## config.mk

```make
export PLATFORM = sky130hd
export DESIGN_NAME = pwg_ramp
export DESIGN_NICKNAME = d
export VERILOG_FILES = /design/src/hw/rtl/pwg_pkg.sv /design/src/hw/rtl/pwg_ramp.sv
export SDC_FILE = /design/constraint.sdc
export NUM_CORES = 2
export LEC_CHECK = 0
export BUFFER_PORTS_ARGS = -buffer_cell sky130_fd_sc_hd__buf_2
export CAP_MARGIN = 5
export CORE_UTILIZATION = 25
export CTS_CLUSTER_SIZE = 28
export DETAILED_ROUTE_END_ITERATION = 8
export GPL_TIMING_DRIVEN = 1
export PLACE_DENSITY = 0.41
export SLEW_MARGIN = 20
export SYNTH_ARGS = -nofsm -noshare
export SYNTH_HDL_FRONTEND = slang
export SYNTH_SLANG_ARGS = --single-unit
```

## constraint.sdc

```tcl
create_clock -name aclk -period 7.3 [get_ports aclk]
set_input_delay 0.73 -clock aclk [delete_from_list [all_inputs] [get_ports aclk]]
set_output_delay 0.73 -clock aclk [all_outputs]
set_load 0.02 [all_outputs]
```

## src/hw/rtl/pwg_pkg.sv

```systemverilog
// ----------------------------------------------------------------------------
// Pulse waveform generator package
// Shared widths, register indexes, region codes and pipeline word types.
// ----------------------------------------------------------------------------
package pwg_pkg;

    localparam int TIME_BITS  = 32;
    localparam int LEVEL_BITS = 16;
    localparam int MAG_BITS   = LEVEL_BITS + 1;
    localparam int CFG_BITS   = 32;
    localparam int IDX_BITS   = 3;

    typedef enum logic [IDX_BITS-1:0] {
        REG_BASE_LEVEL   = 3'd0,
        REG_PEAK_LEVEL   = 3'd1,
        REG_START_DELAY  = 3'd2,
        REG_RISE_TICKS   = 3'd3,
        REG_WIDTH_TICKS  = 3'd4,
        REG_FALL_TICKS   = 3'd5,
        REG_PERIOD_TICKS = 3'd6
    } reg_idx_t;

    typedef enum logic [2:0] {
        REGION_DELAY   = 3'd0,
        REGION_RISING  = 3'd1,
        REGION_HIGH    = 3'd2,
        REGION_FALLING = 3'd3,
        REGION_REST    = 3'd4
    } region_t;

    typedef struct packed {
        logic [TIME_BITS-1:0] start_delay;
        logic [TIME_BITS-1:0] rise_ticks;
        logic [TIME_BITS-1:0] width_ticks;
        logic [TIME_BITS-1:0] fall_ticks;
        logic [TIME_BITS-1:0] period_ticks;
        logic [LEVEL_BITS-1:0] base_level;
        logic [LEVEL_BITS-1:0] peak_level;
    } cfg_t;

    typedef struct packed {
        logic                 pre_delay;
        logic [TIME_BITS-1:0] ph;
        logic [TIME_BITS-1:0] dvd;
        logic [TIME_BITS-1:0] rem;
    } wrap_word_t;

    typedef struct packed {
        region_t                region;
        logic [TIME_BITS-1:0]   dur;
        logic [LEVEL_BITS-1:0]  from;
        logic                   neg;
        logic [TIME_BITS-1:0]   rem;
        logic [MAG_BITS-1:0]    low;
        logic [MAG_BITS-1:0]    quo;
    } div_word_t;

endpackage

```

## src/hw/rtl/pwg_ramp.sv

```systemverilog
// ----------------------------------------------------------------------------
// Region decode and ramp pipeline
// Finds the region of a phase, then forms from + diff * t / dur with a
// multiply stage and a restoring divider of one quotient bit per stage.
// ----------------------------------------------------------------------------
module pwg_ramp (
    input  logic                            aclk,
    input  logic                            aresetn,
    input  logic                            en,
    input  pwg_pkg::cfg_t                   cfg,
    input  logic                            in_valid,
    input  logic                            in_before,
    input  logic [pwg_pkg::TIME_BITS-1:0]   in_phase,
    output logic                            out_valid,
    output logic [pwg_pkg::LEVEL_BITS-1:0]  out_level,
    output pwg_pkg::region_t                out_region
);

    localparam int TB = pwg_pkg::TIME_BITS;
    localparam int LB = pwg_pkg::LEVEL_BITS;
    localparam int MB = pwg_pkg::MAG_BITS;

    // Stage A: compare against the rise length.
    logic          a_valid_reg;
    logic          a_before_reg;
    logic          a_lt_rise_reg;
    logic [TB-1:0] a_ph_reg;
    logic [TB-1:0] a_p1_reg;

    // Stage B: compare against the width.
    logic          b_valid_reg;
    logic          b_before_reg;
    logic          b_lt_rise_reg;
    logic          b_lt_width_reg;
    logic [TB-1:0] b_ph_reg;
    logic [TB-1:0] b_p2_reg;

    // Stage C: region and ramp operands.
    logic          c_valid_reg;
    pwg_pkg::region_t c_region_reg;
    logic [TB-1:0] c_t_reg;
    logic [TB-1:0] c_dur_reg;
    logic [LB-1:0] c_from_reg;
    logic          c_neg_reg;
    logic [MB-1:0] c_mag_reg;

    pwg_pkg::region_t c_region_next;
    logic [TB-1:0]    c_t_next;
    logic [TB-1:0]    c_dur_next;
    logic [LB-1:0]    c_from_next;
    logic             c_neg_next;
    logic [MB-1:0]    c_mag_next;
    logic signed [MB-1:0] diff;
    logic [LB-1:0]    to_lvl;
    logic             is_ramp;

    // Stage D: product.
    logic             d_valid_reg;
    pwg_pkg::div_word_t d_word_reg;

    pwg_pkg::div_word_t word_reg [1:MB];
    logic               valid_reg [1:MB];

    always_ff @(posedge aclk) begin
        if (!aresetn) begin
            a_valid_reg <= 1'b0;
            b_valid_reg <= 1'b0;
            c_valid_reg <= 1'b0;
            d_valid_reg <= 1'b0;
        end else if (en) begin
            a_valid_reg <= in_valid;
            b_valid_reg <= a_valid_reg;
            c_valid_reg <= b_valid_reg;
            d_valid_reg <= c_valid_reg;
        end
    end

    always_ff @(posedge aclk) begin
        if (en) begin
            a_before_reg   <= in_before;
            a_lt_rise_reg  <= in_phase < cfg.rise_ticks;
            a_ph_reg       <= in_phase;
            a_p1_reg       <= in_phase - cfg.rise_ticks;
            b_before_reg   <= a_before_reg;
            b_lt_rise_reg  <= a_lt_rise_reg;
            b_lt_width_reg <= a_p1_reg < cfg.width_ticks;
            b_ph_reg       <= a_ph_reg;
            b_p2_reg       <= a_p1_reg - cfg.width_ticks;
        end
    end

    always_comb begin
        c_t_next    = '0;
        c_dur_next  = TB'(1);
        c_from_next = cfg.base_level;
        to_lvl      = cfg.base_level;
        is_ramp     = 1'b0;
        if (b_before_reg) begin
            c_region_next = pwg_pkg::REGION_DELAY;
        end else if (b_lt_rise_reg) begin
            c_region_next = pwg_pkg::REGION_RISING;
            c_t_next      = b_ph_reg;
            c_dur_next    = cfg.rise_ticks;
            to_lvl        = cfg.peak_level;
            is_ramp       = 1'b1;
        end else if (b_lt_width_reg) begin
            c_region_next = pwg_pkg::REGION_HIGH;
            c_from_next   = cfg.peak_level;
        end else if (b_p2_reg < cfg.fall_ticks) begin
            c_region_next = pwg_pkg::REGION_FALLING;
            c_t_next      = b_p2_reg;
            c_dur_next    = cfg.fall_ticks;
            c_from_next   = cfg.peak_level;
            to_lvl        = cfg.base_level;
            is_ramp       = 1'b1;
        end else begin
            c_region_next = pwg_pkg::REGION_REST;
        end
        diff       = $signed({to_lvl[LB-1], to_lvl}) - $signed({c_from_next[LB-1], c_from_next});
        c_neg_next = diff[MB-1];
        c_mag_next = is_ramp ? (c_neg_next ? MB'(-diff) : MB'(diff)) : '0;
    end

    always_ff @(posedge aclk) begin
        if (en) begin
            c_region_reg <= c_region_next;
            c_t_reg      <= c_t_next;
            c_dur_reg    <= c_dur_next;
            c_from_reg   <= c_from_next;
            c_neg_reg    <= c_neg_next;
            c_mag_reg    <= c_mag_next;
        end
    end

    logic [MB+TB-1:0] prod;
    assign prod = c_mag_reg * c_t_reg;

    always_ff @(posedge aclk) begin
        if (en) begin
            d_word_reg.region <= c_region_reg;
            d_word_reg.dur    <= c_dur_reg;
            d_word_reg.from   <= c_from_reg;
            d_word_reg.neg    <= c_neg_reg;
            d_word_reg.rem    <= prod[MB+TB-1:MB];
            d_word_reg.low    <= prod[MB-1:0];
            d_word_reg.quo    <= '0;
        end
    end

    for (genvar i = 0; i < MB; i++) begin : g_div
        logic [TB:0]        tmp;
        pwg_pkg::div_word_t word_cur;
        logic               valid_cur;
        pwg_pkg::div_word_t word_next;

        if (i == 0) begin : g_head
            assign word_cur  = d_word_reg;
            assign valid_cur = d_valid_reg;
        end else begin : g_body
            assign word_cur  = word_reg[i];
            assign valid_cur = valid_reg[i];
        end

        always_comb begin
            tmp       = {word_cur.rem, word_cur.low[MB-1]};
            word_next = word_cur;
            word_next.low = {word_cur.low[MB-2:0], 1'b0};
            if (tmp >= {1'b0, word_cur.dur}) begin
                word_next.rem = TB'(tmp - {1'b0, word_cur.dur});
                word_next.quo = {word_cur.quo[MB-2:0], 1'b1};
            end else begin
                word_next.rem = tmp[TB-1:0];
                word_next.quo = {word_cur.quo[MB-2:0], 1'b0};
            end
        end

        always_ff @(posedge aclk) begin
            if (!aresetn) begin
                valid_reg[i+1] <= 1'b0;
            end else if (en) begin
                valid_reg[i+1] <= valid_cur;
            end
        end

        always_ff @(posedge aclk) begin
            if (en) begin
                word_reg[i+1] <= word_next;
            end
        end
    end

    logic [MB-1:0] from_ext;
    logic [MB-1:0] sum;
    assign from_ext = {word_reg[MB].from[LB-1], word_reg[MB].from};
    assign sum      = word_reg[MB].neg ? from_ext - word_reg[MB].quo
                                       : from_ext + word_reg[MB].quo;

    assign out_valid  = valid_reg[MB];
    assign out_level  = sum[LB-1:0];
    assign out_region = word_reg[MB].region;

endmodule

```

After elaboration in Yosys (flattened, before gate mapping)

Memory sizes are Yosys's and may differ from the RTL's.
Cells that the tools add are included.

Bitwise logic cells: 17
$mul: 1
$add $sub $neg: 23
Mux-type cells: 77
$lt $le $gt $ge: 20
Reduce and logical (&&, ||, !) cells: 3

Operator list:

| kind              | count |
|---|---|
| $mux W32          | 23 |
| $sub A32 B32 Y32  | 19 |
| $ge A33 B32 Y1    | 17 |
| $mux W16          | 8 |
| $lt A32 B32 Y1    | 3 |
| $mul A17 B32 Y49  | 1 |
| $mux W1           | 44 |
| $neg A17 Y17      | 1 |
| $or A1 B1 Y1      | 17 |
| $sub A16 B16 Y17  | 1 |
| $add A16 B16 Y16  | 1 |
| $sub A16 B16 Y16  | 1 |
| $mux W3           | 1 |
| $reduce_or A3 Y1  | 1 |
| $mux W2           | 1 |
| $reduce_and A2 Y1 | 1 |
| $reduce_or A2 Y1  | 1 |

Memories: 2
Bits in writable memories: 2006
Output and inout port bits: 20
Input port bits: 229
Bits in registers: 339
Logic and storage cells: 171

Memory list:

| name      | words | bits a word | read ports | clocked after memory_dff | wr ports | line           | source |
|---|---|---|---|---|---|---|---|
| word_reg  | 17    | 117         | 17         | 0                        | 17       | pwg_ramp.sv:61 | `pwg_pkg::div_word_t word_reg [1:MB];` |
| valid_reg | 17    | 1           | 17         | 0                        | 17       | pwg_ramp.sv:62 | `logic valid_reg [1:MB];` |

Longest topological paths before layout

Depth after elaboration: 8
Depth in mapped cells: 28
Gate-level depth less buffers: 26

Worst setup path before layout

No wires, ideal clock.

Kind: flip-flop to flip-flop
Start point: reg c_mag_reg[7]
End point: reg d_word_reg[64] (netlist bit) (data pin)
Clock period less this slack: 6.461 ns
Cell stages (with the launch flop): 24
Required time: 7.037 ns
Buffers on the path: 1
Setup slack: 0.839 ns
Arrival time: 6.199 ns
Cell sequence: edfxtp_1 clkbuf_1 and2_1 fa_1 inv_1 fa_1 fa_1 fa_1 inv_1 fa_1 inv_1 fa_1 inv_1 ha_1 a211oi_1 o21ai_0 o221ai_1 a21oi_1 o211ai_1 o21ai_0 nand4_1 a21oi_1 a311oi_1 xnor2_1

Longest elaborated chain between the ends: 1

RTL lines:

| what                     | line            | source |
|---|---|---|
| start: declaration       | pwg_ramp.sv:45  | `logic [MB-1:0] c_mag_reg;` |
| start signal: assignment | pwg_ramp.sv:131 | `c_mag_reg <= c_mag_next;` |
| $mul A17 B32 Y49         | pwg_ramp.sv:136 | `assign prod = c_mag_reg * c_t_reg;` |
| via prod[47]             | pwg_ramp.sv:135 | `logic [MB+TB-1:0] prod;` |
| end: declaration         | pwg_ramp.sv:59  | `pwg_pkg::div_word_t d_word_reg;` |

The timed path passes the listed nets, and every way through them passes these cells.
A chain may end at the register's enable or synchronous reset.

Worst setup path after layout

Start point: reg c_mag_reg[16]
End point: reg d_word_reg[52] (netlist bit) (data pin)

The elaborated chain is that of the path after synthesis.

==> results.md <==
- STA classifies the critical path endpoint as a flop.
- The simple-gate area share of the yosys netlist is 9.30%.
- The clock insertion delay at the later pin of the skew report is 0.95 ns.
- The path class of the tightest hold or removal check is input port to flop.
- Counting instances, the worst hold path has a depth of 1.
- The detailed router finished its first iteration with 3989 violations.
- The switching part of the total is 42.1%.
- The area growth from synthesis to layout is 14.5%.
- Timing analysis after detailed placement gives a worst setup slack of -0.209 ns.
- The area of the core is 471000 um2.
- The number of unique standard cell types used by synthesis is 96.
- The synthesized net count is 11700.
- Per report_power, the clock group accounts for 16.6% of the total.
- The number of endpoints with negative hold slack in the final report is 0.
- The global-route wire length before repair is 469000 um.
- The register with the most flip-flops in the layout has 1636 of them.
- Summing the areas of all xor and xnor instances in the mapped netlist gives 4.13% of the synthesized area.
- The most common library cell in the layout ignoring fill and taps is sky130_fd_sc_hd__edfxtp_1.
- In the synthesized netlist, the number of instances is 10200.
- The boundary pin count is 249.
- The worst-case hold slack is 0.102 ns.
- The total half-perimeter wirelength after legalization and detailed placement is 238000 um.
- By area, the combinational part of the netlist is dominated by adder cells.
- In the post-synthesis netlist, the biggest area contributors are sky130_fd_sc_hd__edfxtp_1, sky130_fd_sc_hd__ha_1, sky130_fd_sc_hd__fa_1.
- The number of standard-cell rows in the floorplan is 252.
- The classification of the worst setup path is flop to flop.
- At the pin with the least slew margin, the transition time is 1.16 ns.
- Setup slack on the worst reg-to-reg path comes out at 0.35 ns.
- Clock tree synthesis inserted a total of 233 buffers.
- Counting flops with a built-in enable in the synthesized netlist gives 1988.
- The global-route usage over all layers is 12.4%.
- The clock tree synthesis step divided the H-tree into 4 levels.
- Routability-driven placement finished with a final weighted congestion of 0.928.
- The effective utilization at floorplan is 25.1%.
- In this run the remaining antenna-violating nets after routing total 0.
- The count of buffering cells on the critical path with inverters included is 3.
- After detailed routing, the average wire length per cell comes to 17.8 um.
- The startpoint identified for the worst hold timing path is in_phase[0].
- Counting flops with an async set or reset pin after synthesis yields a share of 0%.
- The biggest area contributor in the post-synthesis netlist is sky130_fd_sc_hd__edfxtp_1.
- The headroom to the max-slew limit is 21.8%.
- In this run the critical register-to-register path is captured at d_word_reg[52]$_DFFE_PP_.
- The first detailed-routing pass ran for 6 iterations.
- The minimum clock period after layout is 6.95 ns.
- Grouping stages by cell kind, the critical path spends the most delay in adder cells.
- The fraction of post-synthesis cell area in the top cell type by area is 50.4%.
- TritonCTS built the clock tree.
- In this run the horizontal extent of the chip is 690 um.
- Dividing the final minimum period by the clock period gives 95.2%.
- The internal power component is 39.9 mW.
- Yosys printed 0 warnings.
- The root buffer cell chosen for the clock tree is sky130_fd_sc_hd__clkbuf_16.
- The total routed wirelength is 303000 um.
- The net switching power is 29.0 mW.
- Including well taps, the total number of placed cells is 16500.
- The number of max-cap violations is 0.
- No sink is reached through more buffers than the 4 on the longest clock path.
- Signal routing reaches up to met5.
- The worst reg2reg path startpoint is c_mag_reg[16]$_SDFFCE_PN0P_.
- At the worst endpoint, the required time is 7.92 ns.
- Dividing the detail-routed via count by the number of cells gives 4.51.
- The mux share of post-synthesis cell area is 2.52%.
- The completed layout was analyzed and its total power is 68.9 mW.
- The initial antenna violation count is 37.
- The vias after detailed routing is 76800.
- Setup violations remaining at the end of the flow were counted as 0.
- The synthesized netlist devotes 11.9% of its cell area to compound gates.
- The worst-case clock skew is 0.0962 ns.
- The largest fanout on the critical path is 32.
- The power per cell area is 508 nW/um2.
- Measured in cells, the most critical reg-to-reg path has a length of 21.
- Based on the critical path, the design can be clocked at up to 144 MHz.
- The count of fill cells added during filler insertion is 47900.
- The arrival time of the worst setup path is 7.56 ns.
- The clock net sink count is 1992.
- The share of synthesized area occupied by flip-flops and latches is 50.5%.
- The synthesis-stage register bit count is 1992.
- The met2 layer wire length in the routed design is 156000 um.
- The sequential share of power is 26.8%.
- The worst supply voltage drop on vdd is 905 uV.
- The post-synthesis instance area is 118000 um2.
- The count of unresolved DRC violations after routing is 0.
- For this design, the slowest cell found on the critical path is sky130_fd_sc_hd__fa_1.
- The prevailing post-synth register cell is sky130_fd_sc_hd__edfxtp_1.
- The final-report max-slew violation count was 0.
- Clock-pin slew was measured on the worst setup and hold paths at 0.06 ns.
- For hold timing, the worst endpoint is a_ph_reg[0]$_DFFE_PP_.
- The count of nets after finishing is 12100.
- The biggest cell delay along the critical path is 0.55 ns.
- The total congestion overflow after global routing is 0.
- The share of synthesized cell area in full adder, half adder and majority cells is 16.3%.
- Port buffering added 184 buffers.
- The static power due to leakage is 54.9 nW.
- The die covers 476000 um2.
- The kind of start point of the critical path is a flop.
- The maximum number of pins on one net before global-route repair is 178.
- Measured along the y axis, the die boundary spans 690 um.
- The via count of the first global-routing pass is 82600.
- The flow ran to the end, and the final reports show no timing, DRC or antenna violations.
- The average instance in the mapped netlist occupies 11.6 um2.
- The detailed router put a total of 120000 um of wire on met1.
- The critical path goes through buf_12 > and2_1 > fa_1 > fa_1 > fa_1 > fa_1 > fa_1 > inv_1 > fa_1 > inv_1 > ha_1 > a21oi_1 > o21ai_0 > a221oi_1 > o21ai_1 > a31oi_1 > o21ai_0 > a21o_1 > nor4_1 > nor2_1 > xor2_1.
- The share of total power dissipated in combinational logic is 56.6%.
- Setup repair after global routing left no endpoint under its margin.
- Leaving out fill and tap cells, the most frequent cells in the layout are sky130_fd_sc_hd__edfxtp_1, sky130_fd_sc_hd__inv_1, sky130_fd_sc_hd__nand2_1, sky130_fd_sc_hd__ha_1, sky130_fd_sc_hd__a21oi_1.
- In this design, the critical path's most frequently occurring cell is sky130_fd_sc_hd__fa_1.
- The fraction of final layout cells sized beyond drive strength 1 is 9.12%.
- Setup slack closes at 0.354 ns.
- Summed over all nets, wire length on met3 after detailed routing comes to 10100 um.
- Once layout is complete, the cells apart from fillers number 17000.
## routing by layer
metal,global-route usage (%),vias up
met5,0,-
met4,6.44,20
met3,1.61,693
met2,23.4,1532
met1,13.5,37500
li1,-,37000
## worst max-delay path by stage
stage	cells after the start	startpoint	slack, ns	endpoint
4_1_cts	25	c_t_reg[3]$_SDFFCE_PP0P_	0.06	d_word_reg[64]$_DFFE_PP_
6_report	21	c_mag_reg[16]$_SDFFCE_PN0P_	0.35	d_word_reg[52]$_DFFE_PP_
2_1_floorplan	23	c_mag_reg[7]$_SDFFCE_PN0P_	0.84	d_word_reg[64]$_DFFE_PP_
3_3_place_gp	28	cfg[74]	-0.23	c_mag_reg[5]$_SDFFCE_PN0P_
3_5_place_dp	28	cfg[74]	-0.21	c_mag_reg[6]$_SDFFCE_PN0P_
5_1_grt	25	b_p2_reg[10]$_DFFE_PP_	0.005	c_mag_reg[7]$_SDFFCE_PN0P_
## final cells by class
cell class	instances	area (um2)	area share, %
Tap cell	6223	7790	5.74
Inverter	1365	5120	3.78
Sequential cell	1992	59800	44.1
Multi-Input combinational cell	6607	52500	38.7
Antenna cell	25	62.6	0.0461
Timing Repair Buffer	385	2910	2.14
Clock inverter	140	1340	0.991
Clock buffer	282	6060	4.47
## cells in the mapped netlist (33+ instances only)
master                     number
sky130_fd_sc_hd__a21oi_1      682
sky130_fd_sc_hd__a31oi_1       70
sky130_fd_sc_hd__mux2_2       224
sky130_fd_sc_hd__fa_1         469
sky130_fd_sc_hd__nand4_1       92
sky130_fd_sc_hd__o31ai_1       38
sky130_fd_sc_hd__ha_1         795
sky130_fd_sc_hd__edfxtp_1    1988
sky130_fd_sc_hd__o211ai_1      33
sky130_fd_sc_hd__a22o_1        67
sky130_fd_sc_hd__o31a_1        37
sky130_fd_sc_hd__a211oi_1      48
sky130_fd_sc_hd__clkbuf_1     229
sky130_fd_sc_hd__and2_1       242
sky130_fd_sc_hd__a21o_1       293
sky130_fd_sc_hd__xor2_1       210
sky130_fd_sc_hd__o21ai_0      502
sky130_fd_sc_hd__nor2b_1      107
sky130_fd_sc_hd__and3_1        82
sky130_fd_sc_hd__o21a_1       123
sky130_fd_sc_hd__xnor2_1      348
sky130_fd_sc_hd__nor2_1       471
sky130_fd_sc_hd__mux2i_1       45
sky130_fd_sc_hd__o21bai_1      79
sky130_fd_sc_hd__nor3_1       115
sky130_fd_sc_hd__inv_1       1364
sky130_fd_sc_hd__nand2b_1      79
sky130_fd_sc_hd__nand3_1      126
sky130_fd_sc_hd__nand2_1      817
## power groups by stage
stage | logic [mW] | clock network, mW | registers, mW
2_1_floorplan | 28.3 | 0 | 18.0
3_3_place_gp | 38.6 | 0 | 18.7
3_5_place_dp | 38.9 | 0 | 18.8
4_1_cts | 39.2 | 11.9 | 18.5
5_1_grt | 43.6 | 12.3 | 18.8
6_report | 39.0 | 11.4 | 18.5
## stage by stage
| stage | area [um2] | utilization, % | TNS [ns] |
|---|---|---|---|
| floorplan | 118000 | - | 0 |
| global placement | 128000 | 27.1 | -0.533 |
| detailed placement | 128000 | 27.1 | -0.463 |
| CTS | 135000 | 28.7 | 0 |
| global route | 136000 | 28.8 | 0 |
| finish | 136000 | 28.8 | 0 |
## worst register-to-register path: stages (launching register included)
cell and delay [ns]:
sky130_fd_sc_hd__edfxtp_1 0.41, sky130_fd_sc_hd__buf_12 0.18, sky130_fd_sc_hd__and2_1 0.25, sky130_fd_sc_hd__fa_1 0.51, sky130_fd_sc_hd__fa_1 0.53, sky130_fd_sc_hd__fa_1 0.54
sky130_fd_sc_hd__fa_1 0.55, sky130_fd_sc_hd__fa_1 0.55, sky130_fd_sc_hd__inv_1 0.06, sky130_fd_sc_hd__fa_1 0.54, sky130_fd_sc_hd__inv_1 0.05, sky130_fd_sc_hd__ha_1 0.37
sky130_fd_sc_hd__a21oi_1 0.23, sky130_fd_sc_hd__o21ai_0 0.18, sky130_fd_sc_hd__a221oi_1 0.32, sky130_fd_sc_hd__o21ai_1 0.19, sky130_fd_sc_hd__a31oi_1 0.30, sky130_fd_sc_hd__o21ai_0 0.23
sky130_fd_sc_hd__a21o_1 0.25, sky130_fd_sc_hd__nor4_1 0.19, sky130_fd_sc_hd__nor2_1 0.10, sky130_fd_sc_hd__xor2_1 0.14
## cells by family after synthesis
| logic type | after synthesis |
|---|---|
| AO/OA/AOI/OAI | 2221 |
| flip-flops | 1992 |
| XOR/XNOR | 558 |
| buffers and inverters | 1644 |
| adder cells (fa/ha/maj) | 1264 |
| AND/OR/NAND/NOR | 2294 |
| multiplexers | 270 |
## what timing repair did
action	in CTS	in global routing
hold endpoints to repair	26	0
resized for setup	1	9
pin swaps	0	1
endpoints found under the setup margin	3	9
cloned	0	0
setup buffers	0	10
hold buffers	26	0
(Power assumes the default switching activity.)
